## config.mk

```make
export PLATFORM = sky130hd
export DESIGN_NAME = lever_position_scaler_core_flat
export DESIGN_NICKNAME = d
export VERILOG_FILES = /design/src/sv/lps_pkg.sv /design/src/sv/lps_stream_if.sv /design/src/sv/lever_position_scaler_core.sv /design/src/sv/lps_cfg_regs.sv /design/src/sv/lps_divider.sv /design/src/flat_wrapper.sv
export VERILOG_INCLUDE_DIRS = /design/src /design/src/sv
export SDC_FILE = /design/constraint.sdc
export NUM_CORES = 1
export LEC_CHECK = 0
export BUFFER_PORTS_ARGS = -buffer_cell sky130_fd_sc_hd__buf_2
export CAP_MARGIN = 25
export CORE_AREA = 2 2 119 236
export DETAILED_ROUTE_END_ITERATION = 16
export DIE_AREA = 0 0 121 238
export HOLD_SLACK_MARGIN = 0.02
export PLACE_DENSITY = 0.89
export SETUP_SLACK_MARGIN = 0.2
export SKIP_CTS_REPAIR_TIMING = 1
export SLEW_MARGIN = 20
export SYNTH_ARGS = -nofsm -noshare
export SYNTH_HDL_FRONTEND = slang
export SYNTH_HIERARCHICAL = 1
export SYNTH_SLANG_ARGS = --single-unit
export TNS_END_PERCENT = 30
```

## constraint.sdc

```tcl
create_clock -name clk_i -period 7.9 [get_ports clk_i]
set_input_delay 1.58 -clock clk_i [delete_from_list [all_inputs] [get_ports clk_i]]
set_output_delay 1.58 -clock clk_i [all_outputs]
set_load 0.01 [all_outputs]
```

## src/sv/lever_position_scaler_core_assert.svh

```systemverilog
// ----------------------------------------------------------------------------
// Assertion macros for the lever position scaler
// Concurrent checks that compile away when SYNTHESIS is defined.
// ----------------------------------------------------------------------------
`ifndef LEVER_POSITION_SCALER_CORE_ASSERT_SVH
`define LEVER_POSITION_SCALER_CORE_ASSERT_SVH

`ifndef SYNTHESIS
// check with reset disable
`define LPS_ASSERT(lbl, clk, rstn, prop, msg) \
  lbl: assert property (@(posedge clk) disable iff (!rstn) prop) else $error(msg);
// check that also holds during reset
`define LPS_ASSERT_ALWAYS(lbl, clk, prop, msg) \
  lbl: assert property (@(posedge clk) prop) else $error(msg);
`else
`define LPS_ASSERT(lbl, clk, rstn, prop, msg)
`define LPS_ASSERT_ALWAYS(lbl, clk, prop, msg)
`endif

`endif

```

## src/sv/lps_pkg.sv

```systemverilog
// ----------------------------------------------------------------------------
// lps_pkg
// Types, codes and constants shared by the lever position scaler.
// ----------------------------------------------------------------------------
`timescale 1ns / 1ps

package lps_pkg;

  localparam int SAMPLE_BITS_DEF = 10;
  localparam int LOGIC_BITS      = 10;
  localparam int MARGIN_BITS     = 8;
  localparam int CFG_IDX_BITS    = 3;
  localparam int CFG_DATA_BITS   = 10;

  localparam logic [LOGIC_BITS-1:0]  LOGIC_LOW_RST   = 10'd0;
  localparam logic [LOGIC_BITS-1:0]  LOGIC_HIGH_RST  = 10'd1023;
  localparam logic [LOGIC_BITS-1:0]  SPLIT_POINT_RST = 10'd512;
  localparam logic [MARGIN_BITS-1:0] MARGIN_RST      = 8'd10;
  localparam logic [MARGIN_BITS-1:0] DEADBAND_RST    = 8'd5;

  typedef enum logic [1:0] {
    OP_INIT   = 2'd0,
    OP_SAMPLE = 2'd1,
    OP_CAL    = 2'd2
  } lps_op_e;

  typedef enum logic [CFG_IDX_BITS-1:0] {
    REG_LOGIC_LOW   = 3'd0,
    REG_LOGIC_HIGH  = 3'd1,
    REG_SPLIT_POINT = 3'd2,
    REG_MARGIN      = 3'd3,
    REG_DEADBAND    = 3'd4
  } lps_reg_e;

  typedef enum logic [2:0] {
    ST_IDLE,
    ST_EVAL,
    ST_MUL,
    ST_DIV,
    ST_FINISH
  } lps_state_e;

  typedef struct packed {
    logic [LOGIC_BITS-1:0]  logic_low;
    logic [LOGIC_BITS-1:0]  logic_high;
    logic [LOGIC_BITS-1:0]  split_point;
    logic [MARGIN_BITS-1:0] margin;
    logic [MARGIN_BITS-1:0] deadband;
  } lps_cfg_t;

endpackage

```

## src/sv/lps_stream_if.sv

```systemverilog
// ----------------------------------------------------------------------------
// lps_stream_if
// Valid/ready channels for lever sample items and scaled value items.
// ----------------------------------------------------------------------------
`timescale 1ns / 1ps

interface lps_in_if #(
  parameter int SAMPLE_BITS = lps_pkg::SAMPLE_BITS_DEF
);
  logic                   valid;
  logic                   ready;
  logic [1:0]             op;
  logic [SAMPLE_BITS-1:0] sample;

  modport source (output valid, output op, output sample, input ready);
  modport sink   (input valid, input op, input sample, output ready);
endinterface

interface lps_out_if;
  logic                            valid;
  logic                            ready;
  logic [lps_pkg::LOGIC_BITS-1:0]  logic_value;

  modport source (output valid, output logic_value, input ready);
  modport sink   (input valid, input logic_value, output ready);
endinterface

```

## src/sv/lever_position_scaler_core.sv

```systemverilog
// ----------------------------------------------------------------------------
// lever_position_scaler_core
// Deadband, clamp and linear map of lever samples with span calibration.
// ----------------------------------------------------------------------------
// Flow: an accepted item steps through evaluate, multiply, divide and finish;
//   a degenerate span skips multiply and divide, and finish can wait on the output.
// One item at a time: a new item is accepted only in idle, after the last one is
//   done; calibrate, dropped or unused items return to idle after evaluation.
// Reset: asynchronous, active low; clears control registers, span to full range.
// ----------------------------------------------------------------------------
`timescale 1ns / 1ps

`include "lever_position_scaler_core_assert.svh"

module lever_position_scaler_core #(
  parameter int SAMPLE_BITS = lps_pkg::SAMPLE_BITS_DEF
) (
  input  logic                              clk_i,
  input  logic                              rst_ni,
  input  logic                              cfg_we_i,
  input  logic [lps_pkg::CFG_IDX_BITS-1:0]  cfg_idx_i,
  input  logic [lps_pkg::CFG_DATA_BITS-1:0] cfg_wdata_i,
  lps_in_if.sink                            in_i,
  lps_out_if.source                         out_o
);

  localparam int LB = lps_pkg::LOGIC_BITS;
  localparam int SB = SAMPLE_BITS;
  localparam int NW = SB + LB;
  localparam int CW = (SB > LB) ? SB : LB;
  localparam logic [SB-1:0] SMAX = {SB{1'b1}};

  lps_pkg::lps_cfg_t   cfg;
  lps_pkg::lps_state_e state_q, state_d;

  logic [1:0]    op_q;
  logic [SB-1:0] smp_q;
  logic          armed_q;
  logic [SB-1:0] last_smp_q;
  logic [LB-1:0] last_out_q;
  logic [SB-1:0] span_lo_q;
  logic [SB-1:0] span_hi_q;
  logic [SB-1:0] xo_q;
  logic [SB-1:0] den_q;
  logic [LB-1:0] dmag_q;
  logic          neg_q;
  logic          zero_q;
  logic          out_vld_q;
  logic [LB-1:0] out_val_q;

  logic          in_ready;
  logic          accept;
  logic          div_start;
  logic          div_busy;
  logic          div_done;
  logic [LB-1:0] div_quot;

  // evaluation terms
  logic [SB-1:0] diff;
  logic          pass;
  logic          degen;
  logic [SB-1:0] x_clamp;
  logic          go_scale;
  logic          cal_high;
  logic [SB:0]   cal_sum;
  logic [SB-1:0] cal_hi_val;
  logic [SB-1:0] cal_lo_val;
  logic [NW-1:0] product;
  logic [LB-1:0] quot_sel;
  logic [LB-1:0] value;
  logic          emit;
  logic          slot_free;

  lps_cfg_regs u_cfg (
    .clk_i       (clk_i),
    .rst_ni      (rst_ni),
    .cfg_we_i    (cfg_we_i),
    .cfg_idx_i   (cfg_idx_i),
    .cfg_wdata_i (cfg_wdata_i),
    .cfg_o       (cfg)
  );

  assign product = {{LB{1'b0}}, xo_q} * {{SB{1'b0}}, dmag_q};

  lps_divider #(
    .SAMPLE_BITS (SAMPLE_BITS)
  ) u_div (
    .clk_i   (clk_i),
    .rst_ni  (rst_ni),
    .start_i (div_start),
    .num_i   (product),
    .den_i   (den_q),
    .busy_o  (div_busy),
    .done_o  (div_done),
    .quot_o  (div_quot)
  );

  assign accept = in_i.valid && in_ready;

  always_comb begin
    diff       = (last_smp_q > smp_q) ? (last_smp_q - smp_q) : (smp_q - last_smp_q);
    pass       = armed_q && (smp_q != last_smp_q) &&
                 (diff >= {{(SB-lps_pkg::MARGIN_BITS){1'b0}}, cfg.deadband});
    degen      = (span_hi_q <= span_lo_q);
    if (smp_q > span_hi_q) begin
      x_clamp = span_hi_q;
    end else if (smp_q < span_lo_q) begin
      x_clamp = span_lo_q;
    end else begin
      x_clamp = smp_q;
    end
    go_scale   = (op_q == lps_pkg::OP_INIT) || ((op_q == lps_pkg::OP_SAMPLE) && pass);
    cal_high   = ({{(CW-SB){1'b0}}, smp_q} > {{(CW-LB){1'b0}}, cfg.split_point});
    cal_hi_val = (smp_q > {{(SB-lps_pkg::MARGIN_BITS){1'b0}}, cfg.margin}) ?
                 (smp_q - {{(SB-lps_pkg::MARGIN_BITS){1'b0}}, cfg.margin}) : '0;
    cal_sum    = {1'b0, smp_q} + {{(SB+1-lps_pkg::MARGIN_BITS){1'b0}}, cfg.margin};
    cal_lo_val = (cal_sum > {1'b0, SMAX}) ? SMAX : cal_sum[SB-1:0];
    quot_sel   = zero_q ? '0 : div_quot;
    value      = neg_q ? (cfg.logic_low - quot_sel) : (cfg.logic_low + quot_sel);
    emit       = (op_q == lps_pkg::OP_INIT) || (value != last_out_q);
    slot_free  = !out_vld_q || out_o.ready;
  end

  // next state
  always_comb begin
    state_d = state_q;
    case (state_q)
      lps_pkg::ST_IDLE: begin
        if (accept) begin
          state_d = lps_pkg::ST_EVAL;
        end
      end
      lps_pkg::ST_EVAL: begin
        if (!go_scale) begin
          state_d = lps_pkg::ST_IDLE;
        end else if (degen) begin
          state_d = lps_pkg::ST_FINISH;
        end else begin
          state_d = lps_pkg::ST_MUL;
        end
      end
      lps_pkg::ST_MUL: state_d = lps_pkg::ST_DIV;
      lps_pkg::ST_DIV: begin
        if (div_done) begin
          state_d = lps_pkg::ST_FINISH;
        end
      end
      lps_pkg::ST_FINISH: begin
        if (!emit || slot_free) begin
          state_d = lps_pkg::ST_IDLE;
        end
      end
      default: state_d = lps_pkg::ST_IDLE;
    endcase
  end

  // sequencer outputs
  always_comb begin
    in_ready  = 1'b0;
    div_start = 1'b0;
    case (state_q)
      lps_pkg::ST_IDLE: in_ready  = 1'b1;
      lps_pkg::ST_MUL:  div_start = 1'b1;
      default: ;
    endcase
  end

  always_ff @(posedge clk_i or negedge rst_ni) begin
    if (!rst_ni) begin
      state_q    <= lps_pkg::ST_IDLE;
      armed_q    <= 1'b0;
      last_smp_q <= '0;
      last_out_q <= '0;
      span_lo_q  <= '0;
      span_hi_q  <= SMAX;
      out_vld_q  <= 1'b0;
    end else begin
      state_q <= state_d;
      if (state_q == lps_pkg::ST_EVAL) begin
        if (go_scale) begin
          last_smp_q <= smp_q;
        end
        if (op_q == lps_pkg::OP_INIT) begin
          armed_q <= 1'b1;
        end
        if (op_q == lps_pkg::OP_CAL) begin
          if (cal_high) begin
            span_hi_q <= cal_hi_val;
          end else begin
            span_lo_q <= cal_lo_val;
          end
        end
      end
      if ((state_q == lps_pkg::ST_FINISH) && emit && slot_free) begin
        out_vld_q  <= 1'b1;
        last_out_q <= value;
      end else if (out_vld_q && out_o.ready) begin
        out_vld_q <= 1'b0;
      end
    end
  end

  // payload, no reset needed
  always_ff @(posedge clk_i) begin
    if (accept) begin
      op_q  <= in_i.op;
      smp_q <= in_i.sample;
    end
    if (state_q == lps_pkg::ST_EVAL) begin
      zero_q <= degen;
      xo_q   <= x_clamp - span_lo_q;
      den_q  <= span_hi_q - span_lo_q;
      neg_q  <= (cfg.logic_high < cfg.logic_low);
      dmag_q <= (cfg.logic_high < cfg.logic_low) ? (cfg.logic_low - cfg.logic_high) :
                                                   (cfg.logic_high - cfg.logic_low);
    end
    if ((state_q == lps_pkg::ST_FINISH) && emit && slot_free) begin
      out_val_q <= value;
    end
  end

  assign in_i.ready        = in_ready;
  assign out_o.valid       = out_vld_q;
  assign out_o.logic_value = out_val_q;

  `LPS_ASSERT(a_one_item_at_a_time, clk_i, rst_ni, accept |=> !in_i.ready, "item accepted while previous still in work")
  `LPS_ASSERT(a_out_from_finish, clk_i, rst_ni, $rose(out_vld_q) |-> $past(state_q == lps_pkg::ST_FINISH), "result raised outside finish step")
  `LPS_ASSERT(a_div_done_in_div, clk_i, rst_ni, div_done |-> (state_q == lps_pkg::ST_DIV), "divider finished outside divide step")
  `LPS_ASSERT(a_div_idle_outside, clk_i, rst_ni, div_busy |-> (state_q == lps_pkg::ST_DIV), "divider busy outside divide step")

endmodule

```

## src/sv/lps_cfg_regs.sv

```systemverilog
// ----------------------------------------------------------------------------
// lps_cfg_regs
// Configuration register file: logic range, split point, margin, deadband.
// ----------------------------------------------------------------------------
`timescale 1ns / 1ps

module lps_cfg_regs (
  input  logic                                clk_i,
  input  logic                                rst_ni,
  input  logic                                cfg_we_i,
  input  logic [lps_pkg::CFG_IDX_BITS-1:0]    cfg_idx_i,
  input  logic [lps_pkg::CFG_DATA_BITS-1:0]   cfg_wdata_i,
  output lps_pkg::lps_cfg_t                   cfg_o
);

  lps_pkg::lps_cfg_t cfg_q;
  lps_pkg::lps_cfg_t cfg_d;

  always_comb begin
    cfg_d = cfg_q;
    if (cfg_we_i) begin
      case (cfg_idx_i)
        lps_pkg::REG_LOGIC_LOW:   cfg_d.logic_low   = cfg_wdata_i[lps_pkg::LOGIC_BITS-1:0];
        lps_pkg::REG_LOGIC_HIGH:  cfg_d.logic_high  = cfg_wdata_i[lps_pkg::LOGIC_BITS-1:0];
        lps_pkg::REG_SPLIT_POINT: cfg_d.split_point = cfg_wdata_i[lps_pkg::LOGIC_BITS-1:0];
        lps_pkg::REG_MARGIN:      cfg_d.margin      = cfg_wdata_i[lps_pkg::MARGIN_BITS-1:0];
        lps_pkg::REG_DEADBAND:    cfg_d.deadband    = cfg_wdata_i[lps_pkg::MARGIN_BITS-1:0];
        default: ;
      endcase
    end
  end

  always_ff @(posedge clk_i or negedge rst_ni) begin
    if (!rst_ni) begin
      cfg_q.logic_low   <= lps_pkg::LOGIC_LOW_RST;
      cfg_q.logic_high  <= lps_pkg::LOGIC_HIGH_RST;
      cfg_q.split_point <= lps_pkg::SPLIT_POINT_RST;
      cfg_q.margin      <= lps_pkg::MARGIN_RST;
      cfg_q.deadband    <= lps_pkg::DEADBAND_RST;
    end else begin
      cfg_q <= cfg_d;
    end
  end

  assign cfg_o = cfg_q;

endmodule

```

## src/sv/lps_divider.sv

```systemverilog
// ----------------------------------------------------------------------------
// lps_divider
// Restoring divider, one quotient bit per cycle, for the linear map.
// ----------------------------------------------------------------------------
`timescale 1ns / 1ps

`include "lever_position_scaler_core_assert.svh"

module lps_divider #(
  parameter int SAMPLE_BITS = lps_pkg::SAMPLE_BITS_DEF
) (
  input  logic                                     clk_i,
  input  logic                                     rst_ni,
  input  logic                                     start_i,
  input  logic [SAMPLE_BITS+lps_pkg::LOGIC_BITS-1:0] num_i,
  input  logic [SAMPLE_BITS-1:0]                   den_i,
  output logic                                     busy_o,
  output logic                                     done_o,
  output logic [lps_pkg::LOGIC_BITS-1:0]           quot_o
);

  localparam int QB = lps_pkg::LOGIC_BITS;
  localparam int NW = SAMPLE_BITS + QB;
  localparam int CB = $clog2(QB);

  logic          busy_q;
  logic          done_q;
  logic [CB-1:0] cnt_q;
  logic [NW-1:0] rem_q;
  logic [NW-1:0] dsh_q;
  logic [QB-1:0] quot_q;
  logic          ge;

  // quotient is known to fit QB bits, so the divisor starts shifted by QB-1
  assign ge = (rem_q >= dsh_q);

  always_ff @(posedge clk_i or negedge rst_ni) begin
    if (!rst_ni) begin
      busy_q <= 1'b0;
      done_q <= 1'b0;
      cnt_q  <= '0;
    end else begin
      done_q <= busy_q && (cnt_q == '0);
      if (start_i) begin
        busy_q <= 1'b1;
        cnt_q  <= CB'(QB - 1);
      end else if (busy_q) begin
        cnt_q <= cnt_q - 1'b1;
        if (cnt_q == '0) begin
          busy_q <= 1'b0;
        end
      end
    end
  end

  always_ff @(posedge clk_i) begin
    if (start_i) begin
      rem_q  <= num_i;
      dsh_q  <= {1'b0, den_i, {(QB-1){1'b0}}};
      quot_q <= '0;
    end else if (busy_q) begin
      if (ge) begin
        rem_q <= rem_q - dsh_q;
      end
      dsh_q  <= dsh_q >> 1;
      quot_q <= {quot_q[QB-2:0], ge};
    end
  end

  assign busy_o = busy_q;
  assign done_o = done_q;
  assign quot_o = quot_q;

  `LPS_ASSERT(a_no_restart, clk_i, rst_ni, start_i |-> !busy_q, "divider restarted while busy")
  `LPS_ASSERT(a_busy_ends_done, clk_i, rst_ni, (busy_q && cnt_q == '0) |=> (done_q && !busy_q), "divider did not finish after last step")

endmodule
```

## src/flat_wrapper.sv

```systemverilog
// flat-port wrapper written by rule: the top's interface ports become plain ports
module lever_position_scaler_core_flat 
#(
  parameter int SAMPLE_BITS = lps_pkg::SAMPLE_BITS_DEF
)
  (clk_i, rst_ni, cfg_we_i, cfg_idx_i, cfg_wdata_i, in_i_valid, in_i_op, in_i_sample, in_i_ready, out_o_valid, out_o_logic_value, out_o_ready);
  lps_in_if #(.SAMPLE_BITS(SAMPLE_BITS)) in_i_i ();
  lps_out_if out_o_i ();
  input  logic clk_i;
  input  logic rst_ni;
  input  logic cfg_we_i;
  input  logic [lps_pkg::CFG_IDX_BITS-1:0] cfg_idx_i;
  input  logic [lps_pkg::CFG_DATA_BITS-1:0] cfg_wdata_i;
  input wire logic [$bits(in_i_i.valid)-1:0] in_i_valid;
  input wire logic [$bits(in_i_i.op)-1:0] in_i_op;
  input wire logic [$bits(in_i_i.sample)-1:0] in_i_sample;
  output wire logic [$bits(in_i_i.ready)-1:0] in_i_ready;
  output wire logic [$bits(out_o_i.valid)-1:0] out_o_valid;
  output wire logic [$bits(out_o_i.logic_value)-1:0] out_o_logic_value;
  input wire logic [$bits(out_o_i.ready)-1:0] out_o_ready;
  assign in_i_i.valid = in_i_valid;
  assign in_i_i.op = in_i_op;
  assign in_i_i.sample = in_i_sample;
  assign in_i_ready = in_i_i.ready;
  assign out_o_valid = out_o_i.valid;
  assign out_o_logic_value = out_o_i.logic_value;
  assign out_o_i.ready = out_o_ready;
  lever_position_scaler_core #(.SAMPLE_BITS(SAMPLE_BITS)) u_core (.clk_i(clk_i), .rst_ni(rst_ni), .cfg_we_i(cfg_we_i), .cfg_idx_i(cfg_idx_i), .cfg_wdata_i(cfg_wdata_i), .in_i(in_i_i), .out_o(out_o_i));
endmodule
```

---- Word-level counts from Yosys, hierarchy flattened ----
Cells that the tools add are included.
word-level totals
  register bits ........................... 200
  input bits .............................. 30
  output and inout port bits .............. 12
  word-level logic and storage cells ...... 126
cells by class
  $add $sub $neg .......................... 12
  $mul .................................... 1
  $lt $le $gt $ge ......................... 10
  eq/ne operators ......................... 15
  mux-type cells .......................... 28
  bitwise operators ....................... 1
  reduce and logical (&&, ||, !) cells .... 32
operators with widths
  kind                  number
  $mux 10               8
  $sub 10x10->10        7
  $mux 20               3
  $mux 19               2
  $gt 10x10->1          3
  $ge 20x19->1          1
  $lt 10x10->1          2
  $mul 10x10->20        1
  $ne 10x10->1          2
  $sub 20x19->20        1
  $reduce_and 2->1      8
  $mux 3                5
  $pmux 3 s5            1
  $eq 3x2->1 const B    4
  $add 10x8->11         1
  $gt 11x10->1 const B  1
  $add 10x10->10        1
  $ge 10x8->1           1
  $gt 10x8->1           1
  $le 10x10->1          1
  $sub 10x8->10         1
  $reduce_and 3->1      3
  $logic_and 1x1->1     8
  $mux 4                2
  15 further kinds      31

---- Logic depth before layout (Yosys ltp) ----
  depth in word-level cells ............... 9
  mapped depth ............................ 22

---- Cells and area by module ----
Netlist, hierarchy kept.
modules (own cells, without submodules)
  module                      times used  cells an instance  area each (um^2)  sequential area each (um^2)
  lever_position_scaler_core  1           1347               12031.5           2760.1
  lps_divider                 1           348                3288.2            1431.4
  lps_cfg_regs                1           101                1905.6            1169.9

---- Worst setup path after synthesis ----
Ideal clock, no wire load.
  path type ............................... reg-to-reg
  start ................................... reg u_core.dmag_q[3]
  end ..................................... reg u_core.u_div.rem_q[18], data pin
  library setup time ...................... 0.263 ns
  arrival time ............................ 5.311 ns
  slack ................................... 2.326 ns
  stages on the path, launching flop included .. 21
  path buffers ............................ 1
  clock period less this slack ............ 5.574 ns
  cell sequence ........................... edfxtp_1 > clkbuf_1 > nand2_1 > fa_1 > inv_1 > fa_1 > inv_1 > fa_1 > fa_1 > fa_1 > inv_1 > ha_1 > a21o_1 > a31o_1 > a41oi_1 > nor4b_1 > o31ai_1 > a21oi_1 > xnor2_1 > a211oi_1 > nand3b_1
on the way
  longest elaborated chain between the ends .. 2
ends and longest elaborated chain
  what                    line                               text
  start, declared         lever_position_scaler_core.sv:45   logic [LB-1:0] dmag_q;
  start signal, assigned  lever_position_scaler_core.sv:214  dmag_q <= (cfg.logic_high < cfg.logic_low) ? (cfg.logic_low - cfg.logic_high) :
  $mul 10x10->20          lever_position_scaler_core.sv:83   assign product = {{LB{1'b0}}, xo_q} * {{SB{1'b0}}, dmag_q};
  via u_core.product[18]  lever_position_scaler_core.sv:68   logic [NW-1:0] product;
  $mux 20                 lps_divider.sv:57                  if (start_i) begin
  end signal, assigned    lps_divider.sv:58                  rem_q <= num_i;
  end signal, assigned    lps_divider.sv:63                  rem_q <= rem_q - dsh_q;
  end, declared           lps_divider.sv:29                  logic [NW-1:0] rem_q;
The timed path passes the listed nets, and every way through them passes these cells.
A chain may end at the register's enable or synchronous reset.

---- Final worst setup path ----
Same ends and word-level chain as after synthesis.

==> impl_results.md <==
* RSZ-0062 raised after global routing: false
* Sequential element share of the synthesized area at 0.311
* DRC Markers at 0
* Most common cell after layout, fill and taps aside: inv_1
* Area growth syn-to-layout at 6.02%
* I/O Buffers at between 40 and 50
* Mapped Area at roughly 17000 um^2
* Global-route wire length before repair at approximately 70 mm
* Number of synthesized register bits at 200
* Num ports at between 40 and 50
* RePlAce Congestion at 0.986
* Setup ws final at about 1.9 ns
* Max_slew headroom at 0.378
* Site Rows at 85
* CTS max path bufs at 2
* # setup viols final at 0
* DP HPWL at around 34 mm
* FF-to-FF path depth at 19
* Cts bufs inserted at 17
* Remaining Overflow, GRT at 0
* Post-synth EDFFs at 84
* All-Layer GR Usage at 0.315
* # clock sinks at 200
* CP arrival at roughly 6.2 ns
* Post-Place Worst Slack at around 1.9 ns
* Post-route ant nets at 0
* Clock transition at path regs at 0.08 ns
* Die Height at 238 um
* Final core utilization at 0.679
* Largest net degree at the start of global routing at a little over 80
* Mapped Avg Cell Area at 9.59 um^2
* Pre-antenna DRT Iters at 6
* Fillcell total at 1968
* Vias in the first global route at 14300
* Via/cell ratio at 6.18
* Drt wl/cell at just over 20 um
* CTS H-tree lvls at 4
* DRT iter0 DRCs at a little under 800
* Worst Skew at between 0.015 and 0.02 ns
* Setup TNS at 0 ns
* CP required at approximately 8.1 ns
* Worst-Skew Late Latency at ~0.46 ns
* Worst hold-check path type: flip-flop to flip-flop
* Crit-path max FO at 10
* Initial core utilization at 0.640
* Worst Tran Pin Value at roughly 0.93 ns
* Distinct cells, synth at 89
* Die W at between 100 and 150 um
* Final hold violations at 0
* Hold Worst Slack at slightly above 0.5 ns
* Tmin final at 5.98 ns
* Critical path class: flip-flop to flip-flop
* Root Driver: clkbuf_16
* Layout cells sized above 1 at 0.107
* Most frequent cells in the layout: inv_1, ha_1, nand2_1, a21oi_1, nor2_1
* Crit path launch type: flip-flop
* Drt total wl at ~44 mm
* Initial antenna violation count at 0
* CTS tree: built
* Outcome: finished, final reports clean
* Hold Path Depth at 1
* Syn Inst Count at 1796
* Final worst path period share at 0.757
* Net Count, Synth at ~2100
* Asr flop ratio synth at 0.485
* Max-slew violations at 0
* Core Region at about 27000 um^2
* Max_cap viols at 0
* Top_reg_cell synth: edfxtp_1
* Crit end category: flip-flop
* Nets at between 2000 and 2500
* Vias after detailed routing at 13300
* Achievable Freq at between 0.15 and 0.2 GHz
* Die footprint at about 29000 um^2
* Synth warn at 6
* ANT cells at 0
flip-flops by register name (all words and copies together) (netlist names), 2 cells and up:
name / cells
u_core/u_cfg/cfg_o: 46
u_core/u_div/rem_q: 20
u_core/u_div/dsh_q: 19
u_core/den_q: 10
u_core/dmag_q: 10
u_core/last_out_q: 10
u_core/last_smp_q: 10
u_core/out_o.logic_value: 10
u_core/smp_q: 10
u_core/span_hi_q: 10
u_core/span_lo_q: 10
u_core/u_div/quot_o: 10
u_core/xo_q: 10
u_core/u_div/cnt_q: 4
u_core/state_q: 3
u_core/op_q: 2
metrics by stage:
stage / cell area [um^2] / cells
6_report: 18300 / 2159
5_1_grt: 18300 / 2159
4_1_cts: 18200 / 2158
3_5_place_dp: 17600 / 2126
3_3_place_gp: 17600 / 2125
2_1_floorplan: 17200 / 1796
synthesized netlist by cell type, types with 8 or more instances:
| master | number | area share |
|---|---|---|
| inv_1 | 246 | 0.054 |
| ha_1 | 196 | 0.14 |
| nand2_1 | 138 | 0.030 |
| a21oi_1 | 114 | 0.033 |
| nor2_1 | 97 | 0.021 |
| edfxtp_1 | 84 | 0.15 |
| dfrtp_1 | 72 | 0.10 |
| fa_1 | 72 | 0.084 |
| xnor2_1 | 56 | 0.028 |
| o21ai_0 | 54 | 0.016 |
| and2_1 | 50 | 0.018 |
| clkbuf_1 | 48 | 0.010 |
| mux2i_1 | 41 | 0.024 |
| mux2_4 | 37 | 0.032 |
| a21o_1 | 31 | 0.014 |
| xor2_1 | 29 | 0.015 |
| nand2b_1 | 26 | 0.0094 |
| dfstp_2 | 25 | 0.038 |
| nor2b_1 | 24 | 0.0087 |
| mux2_2 | 23 | 0.015 |
| nor3_1 | 22 | 0.0064 |
| nand3_1 | 20 | 0.0058 |
| o21ai_1 | 20 | 0.0058 |
| o31ai_1 | 20 | 0.0087 |
| dfxtp_1 | 19 | 0.022 |
| nand4_1 | 17 | 0.0062 |
| o211ai_1 | 16 | 0.0070 |
| and3_1 | 13 | 0.0047 |
| a211oi_1 | 11 | 0.0048 |
| o21bai_1 | 11 | 0.0048 |
| a22o_1 | 10 | 0.0051 |
| o21a_1 | 10 | 0.0044 |
| a31oi_1 | 8 | 0.0029 |
| o2111ai_1 | 8 | 0.0041 |
| or3_1 | 8 | 0.0029 |
cells by family after synthesis:
| group | synth area share |
|---|---|
| adder cells (fa/ha/maj) | 0.226 |
| AO/OA/AOI/OAI | 0.137 |
| flip-flops | 0.311 |
| multiplexers | 0.0737 |
| XOR/XNOR | 0.0432 |
| AND/OR/NAND/NOR | 0.137 |
| buffers and inverters | 0.0714 |
final cells by class:
cell class	instances	area, um^2	area share
Sequential cell	200	5360	0.294
Inverter	246	923	0.0506
Clock inverter	12	159	0.00870
Clock buffer	20	437	0.0239
Tap cell	348	435	0.0238
Timing Repair Buffer	50	293	0.0160
Multi-Input combinational cell	1283	10700	0.583
layer usage:
metal	vias to the layer above	track usage	wire length [um]
met4	0	0.320	5270
li1	6196	-	-
met5	-	0	0
met1	6446	0.281	14100
met2	458	0.572	22900
met3	239	0.0454	1550
final timing paths:
path | to | slack, ns | start
hold reg to reg | u_core/last_smp_q[9] | 0.51 | u_core/last_smp_q[9]
min in group asynchronous | u_core/last_out_q[7] | 0.99 | rst_ni
max in group asynchronous | u_core/u_cfg/cfg_o[35] | 5.93 | rst_ni
setup / recovery | u_core/u_div/rem_q[18] | 1.92 | u_core/dmag_q[3]
hold / removal | u_core/last_smp_q[9] | 0.51 | u_core/last_smp_q[9]
setup reg to reg | u_core/u_div/rem_q[18] | 1.92 | u_core/dmag_q[3]
worst max-delay path, cell delays in order (launching register included):
cell and delay [ns]:
edfxtp_1 0.55, nand2_1 0.14, fa_1 0.55, inv_1 0.05
fa_1 0.49, inv_1 0.05, fa_1 0.46, fa_1 0.52
fa_1 0.55, inv_1 0.04, ha_1 0.36, a21o_1 0.22
a31o_1 0.20, a41oi_1 0.27, nor4b_1 0.54, o31ai_1 0.15
a21oi_1 0.20, xnor2_1 0.09, a211oi_1 0.21, nand3b_1 0.10
Power is left out: the tool's default activity adds up to more than one toggle a clock period on the data nets, which glitch-free logic cannot reach.
